$ cat src/design/skm_pkg.sv
// shared types and constants for the symmetric kernel spectral multiply unit
package skm_pkg;

  localparam int IDX_W     = 5;
  localparam int LOG_W     = 3;
  localparam int FRAC_BITS = 16;
  localparam int CFG_IDX_W = 3;
  localparam int NUM_LANES = 6;

  localparam logic [LOG_W-1:0] LOG2_X_RST = 3'd5;
  localparam logic [LOG_W-1:0] LOG2_Y_RST = 3'd5;
  localparam logic [LOG_W-1:0] LOG2_Z_RST = 3'd4;

  typedef enum logic [CFG_IDX_W-1:0] {
    CFG_LOG2_X    = 3'd0,
    CFG_LOG2_Y    = 3'd1,
    CFG_LOG2_Z    = 3'd2,
    CFG_THREE_DIM = 3'd3,
    CFG_OFF_DIAG  = 3'd4
  } cfg_reg_t;

  typedef enum logic {
    REQ_LOAD = 1'b0,
    REQ_MUL  = 1'b1
  } req_type_t;

  typedef struct packed {
    logic s2;
    logic s3;
    logic s4;
    logic s5;
  } skm_adv_t;

endpackage

$ cat src/design/skm_lane.sv
// one product lane: split multiply, sum, round half away from zero, saturate
module skm_lane
  import skm_pkg::*;
#(
  parameter int DATA_WIDTH = 32
) (
  input  logic                         clk,
  input  skm_adv_t                     adv,
  input  logic signed [DATA_WIDTH-1:0] kern,
  input  logic signed [DATA_WIDTH-1:0] data,
  input  logic                         negate,
  output logic signed [DATA_WIDTH-1:0] result
);

  localparam int DW   = DATA_WIDTH;
  localparam int LO_W = DW / 2;
  localparam int HI_W = DW - LO_W;
  localparam int PW   = 2 * DW;
  localparam int RW   = PW - FRAC_BITS;
  localparam logic [PW-1:0] RND = PW'(1) << (FRAC_BITS - 1);

  logic signed [DW+LO_W:0]   pp_lo;
  logic signed [DW+HI_W-1:0] pp_hi;
  logic signed [DW+LO_W:0]   pp_lo_r;
  logic signed [DW+HI_W-1:0] pp_hi_r;
  logic                      neg2_r;
  logic [PW-1:0]             prod_nxt;
  logic [PW-1:0]             prod_r;
  logic                      neg3_r;
  logic [PW-1:0]             mag;
  logic [RW-1:0]             mag_r;
  logic                      rneg_r;
  logic [DW-1:0]             limit;
  logic [DW-1:0]             sat;
  logic [DW-1:0]             result_nxt;
  logic [DW-1:0]             result_r;

  // partial products against the low and high halves of the data word
  always_comb begin
    pp_lo = kern * $signed({1'b0, data[LO_W-1:0]});
    pp_hi = kern * $signed(data[DW-1:LO_W]);
  end

  always_comb begin
    prod_nxt = ({{LO_W{pp_hi_r[DW+HI_W-1]}}, pp_hi_r} << LO_W)
             + {{(HI_W-1){pp_lo_r[DW+LO_W]}}, pp_lo_r};
  end

  // magnitude plus rounding constant in one add
  always_comb begin
    if (prod_r[PW-1]) begin
      mag = ~prod_r + (RND + PW'(1));
    end else begin
      mag = prod_r + RND;
    end
  end

  always_comb begin
    limit = {rneg_r, {(DW-1){~rneg_r}}};
    if (mag_r > RW'(limit)) begin
      sat = limit;
    end else begin
      sat = mag_r[DW-1:0];
    end
    result_nxt = rneg_r ? (DW'(0) - sat) : sat;
  end

  always_ff @(posedge clk) begin
    if (adv.s2) begin
      pp_lo_r <= pp_lo;
      pp_hi_r <= pp_hi;
      neg2_r  <= negate;
    end
    if (adv.s3) begin
      prod_r <= prod_nxt;
      neg3_r <= neg2_r;
    end
    if (adv.s4) begin
      mag_r  <= mag[PW-1:FRAC_BITS];
      rneg_r <= prod_r[PW-1] ^ neg3_r;
    end
    if (adv.s5) begin
      result_r <= result_nxt;
    end
  end

  assign result = result_r;

endmodule

$ cat config.mk
export PLATFORM = sky130hd
export DESIGN_NAME = skm_lane
export DESIGN_NICKNAME = d
export VERILOG_FILES = /design/src/design/skm_pkg.sv /design/src/design/skm_lane.sv
export SDC_FILE = /design/constraint.sdc
export NUM_CORES = 2
export LEC_CHECK = 0
export BUFFER_PORTS_ARGS = -buffer_cell sky130_fd_sc_hd__buf_2
export CAP_MARGIN = 30
export CELL_PAD_IN_SITES_DETAIL_PLACEMENT = 0
export CELL_PAD_IN_SITES_GLOBAL_PLACEMENT = 1
export CORE_MARGIN = 5
export CORE_UTILIZATION = 25
export CTS_BUF_LIST = sky130_fd_sc_hd__clkbuf_4 sky130_fd_sc_hd__clkbuf_8
export DETAILED_ROUTE_END_ITERATION = 12
export GPL_ROUTABILITY_DRIVEN = 0
export HOLD_SLACK_MARGIN = 0.05
export PLACE_DENSITY = 0.49
export SETUP_SLACK_MARGIN = 0.2
export SLEW_MARGIN = 20
export SYNTH_ARGS = -nofsm -noshare
export SYNTH_HDL_FRONTEND = slang
export SYNTH_SLANG_ARGS = --single-unit
$ cat constraint.sdc
create_clock -name clk -period 6.1 [get_ports clk]
set_input_delay 0.305 -clock clk [delete_from_list [all_inputs] [get_ports clk]]
set_output_delay 0.305 -clock clk [all_outputs]
set_load 0.005 [all_outputs]
==> key figures <==
Yosys
  – Leading register cell type out of synthesis: edfxtp_1
  – Seq cells post-synth: 244
  – Post-Syn Nets: 6623
  – Synthesized instance count: 5263
  – Post-Syn Area: 0.0490 mm²
  – Synth cell types: 79
  – EDFF count, synth: 244
  – Asr flop ratio synth: 0%
  – Register area share after synthesis: 14.9%
  – Yosys Warn Count: 0
  – Syn Area/Cell: 9.31 µm²

Worst setup path
  – Reg2reg start: rneg_r$_DFFE_PP_
  – Most frequent CP cell: inv_1
  – CP Buf/Inv Count: 9
  – CP top delay family: adder cells
  – Critical Path Start: kern[13]
  – CP arrival: 6320 ps
  – Crit path required time: 6570 ps
  – CP Max Fanout: 7
  – Max stage delay cell, worst path: fa_2
  – WS Path Type: input pin to register
  – Crit. End Element: register
  – CP peak stage delay: 560 ps
  – Crit start category: input pin

Job
  – Max cap viols: 0

Global route
  – Met1 global-route usage: 19.6%
  – Met2 usage: 25.5%
  – Largest net degree at the start of global routing: 76
  – Initial antenna violation count: 5
  – Tot GR Track Use: 14.5%
  – Grt met3 use: 1.31%
  – GRT busiest layer: met2
  – Vias in the first global route: 39976
  – Congestion Overflow GR: 0
  – Global-route wire length before repair: 234 mm

Cells and area
  – Fin cells: 8500
  – Syn-to-layout area delta: 22.6%
  – Layout cell share with drive strength beyond 1: 17.0%
  – Nets: 7198

Timing
  – Min Hold Slack: 176 ps
  – Setup Skew: 64.3 ps
  – RSZ-0062 raised after global routing: true
  – Fmax: 171 MHz
  – Max transition margin: 35.9%
  – Min setup slack post-route: 253 ps
  – Min Tclk post-route: 5850 ps
  – Post-route clock period utilization: 95.9%
  – Final Max Tran Viols: 0
  – Least-Margin Pin Slew: 962 ps
  – Final Hold Violating Endpoints: 0
  – Final Setup Violations: 0

Floorplanning
  – Site Rows: 162
  – Io pins: 102
  – Core outline area: 0.195 mm²
  – Starting density of the core: 25.1%
  – Die area: 0.205 mm²
  – Die Width: 453 µm
  – Die height: 453 µm

Drt
  – Routed wire length per instance: 17.4 µm
  – Post-route DRC violation count: 0
  – WL final: 148 mm
  – Detailed Route Iter0 Violations: 1483
  – Vias per cell: 4.26
  – Pre-antenna DRT Iters: 5
  – DR vias: 36199
  – Antenna Nets Post-Route: 0

Clock tree
  – H-tree levels: 2
  – Clk buf depth: 3
  – TritonCTS clock tree: yes
  – Worst-path clk slew: 60 ps
  – Clk_lat worst skew: 680 ps
  – TritonCTS Buffers: 49
  – Num Clock Sinks: 244
  – CTS root buf: clkbuf_8

Placed design
  – Pre-CTS setup slack: -914 ps
  – IO buf count: 101
  – Post-detail-place hpwl: 127 mm
  – Inst Count DP: 8363

Worst hold path
  – Worst Min Path Start: adv[3]
  – Min-Delay Path Class: input pin to register

Run status
  – Outcome: finished, final reports clean
## per-stage QoR
stage	instance area [µm²]	TNS (ps)	util (%)
after global routing	60100	0	30.8
after CTS	58800	0	30.2
after floorplan	49600	0	-
after global placement	57600	-26630	29.5
after detailed placement	57600	-26590	29.5
final	60100	0	30.8
## synth_stat cells (22+ instances only)
cell type,number,area [µm²]
o21a_1,33,248
nor2b_1,22,138
and3_1,24,150
a211oi_1,23,173
o21ai_0,72,360
nand2b_1,26,163
fa_1,976,19500
ha_1,314,3930
nor2_1,171,642
and2_1,396,2480
a21o_1,68,510
o21ai_1,53,265
edfxtp_1,244,7330
nand3_1,37,185
nand4_1,32,200
a21oi_1,186,931
nand2_1,719,2700
xnor2_1,136,1190
inv_1,1154,4330
nor3_1,43,215
clkbuf_1,220,826
xor2_1,55,482
## sequential cells by signal (all words and copies together), names as in the netlist
signal	cells
result	32
pp_hi_r	48
pp_lo_r	49
rneg_r	1
neg3_r	1
prod_r	64
mag_r	48
neg2_r	1
## worst paths after layout
check / endpoint / slack, ps / cells past startpoint
worst max-delay path: pp_hi_r[41]$_DFFE_PP_ / 250 / 27
worst min-delay path: pp_lo_r[26]$_DFFE_PP_ / 180 / 1
worst max register to register: result[28]$_DFFE_PP_ / 920 / 13
worst min register to register: prod_r[4]$_DFFE_PP_ / 410 / 0
## cells by family (layout without fill, tap and decap cells)
group                      after synthesis  count (layout)  share of synthesized area [%]
muxes                                   12              12                          0.260
AOI/OAI and AO/OA                      589             589                           7.60
adders and majority gates             1290            1290                           47.9
xor gates and xnor gates               191             191                           3.41
other                                    0               2                              0
DFF                                    244             244                           14.9
and+or+nand+nor                       1550            1550                           15.3
buffers and inverters                 1387            1998                           10.6
## layout by cell type, fill, tap and decap left out, types with 73 or more instances in the layout
cell	n
a21oi_1	169
nor2_1	169
buf_4	549
and2_1	380
inv_1	1138
edfxtp_1	244
buf_12	73
xnor2_1	135
fa_1	946
ha_1	287
nand2_1	714
## cell type report
class	count	area (µm²)
fillers	20733	135000
multi-input cells	3632	37400
flip-flops and latches	244	7330
repair buffers	753	6780
inverters	1158	4350
well taps	2624	3280
clock buffers	59	749
clock inverters	28	249
diodes	2	5.00
## metal layers
metal | vias to the layer above | wire, µm | part of all wire [%]
met5 | - | 0 | 0
met4 | 0 | 3110 | 2.1
met3 | 105 | 3690 | 2.5
met2 | 385 | 72200 | 49
met1 | 18386 | 68900 | 47
li1 | 17323 | - | -
## what timing repair did
item | 4_1_cts | 5_1_grt
pin swaps | 12 | 105
setup buffers | 2 | 36
endpoints found under the hold margin | 9 | 0
resized for setup | 33 | 218
setup endpoints to repair | 22 | 36
hold buffers | 2 | 0
gates cloned | 0 | 8
## worst reg2reg max path, stage by stage (launching register included)
cell and delay [ps]:
edfxtp_1 730, clkinv_1 210, ha_1 330, nand4_1 130, nor4b_1 720, a221oi_1 260
a31oi_4 520, nand2_1 210, o21ai_1 220, ha_1 210, or4b_4 480, mux2_4 340
or4_1 480, a21oi_1 180
Power is not shown: default switching activity piles up to over one toggle a cycle in this logic, so the estimate is an artifact.
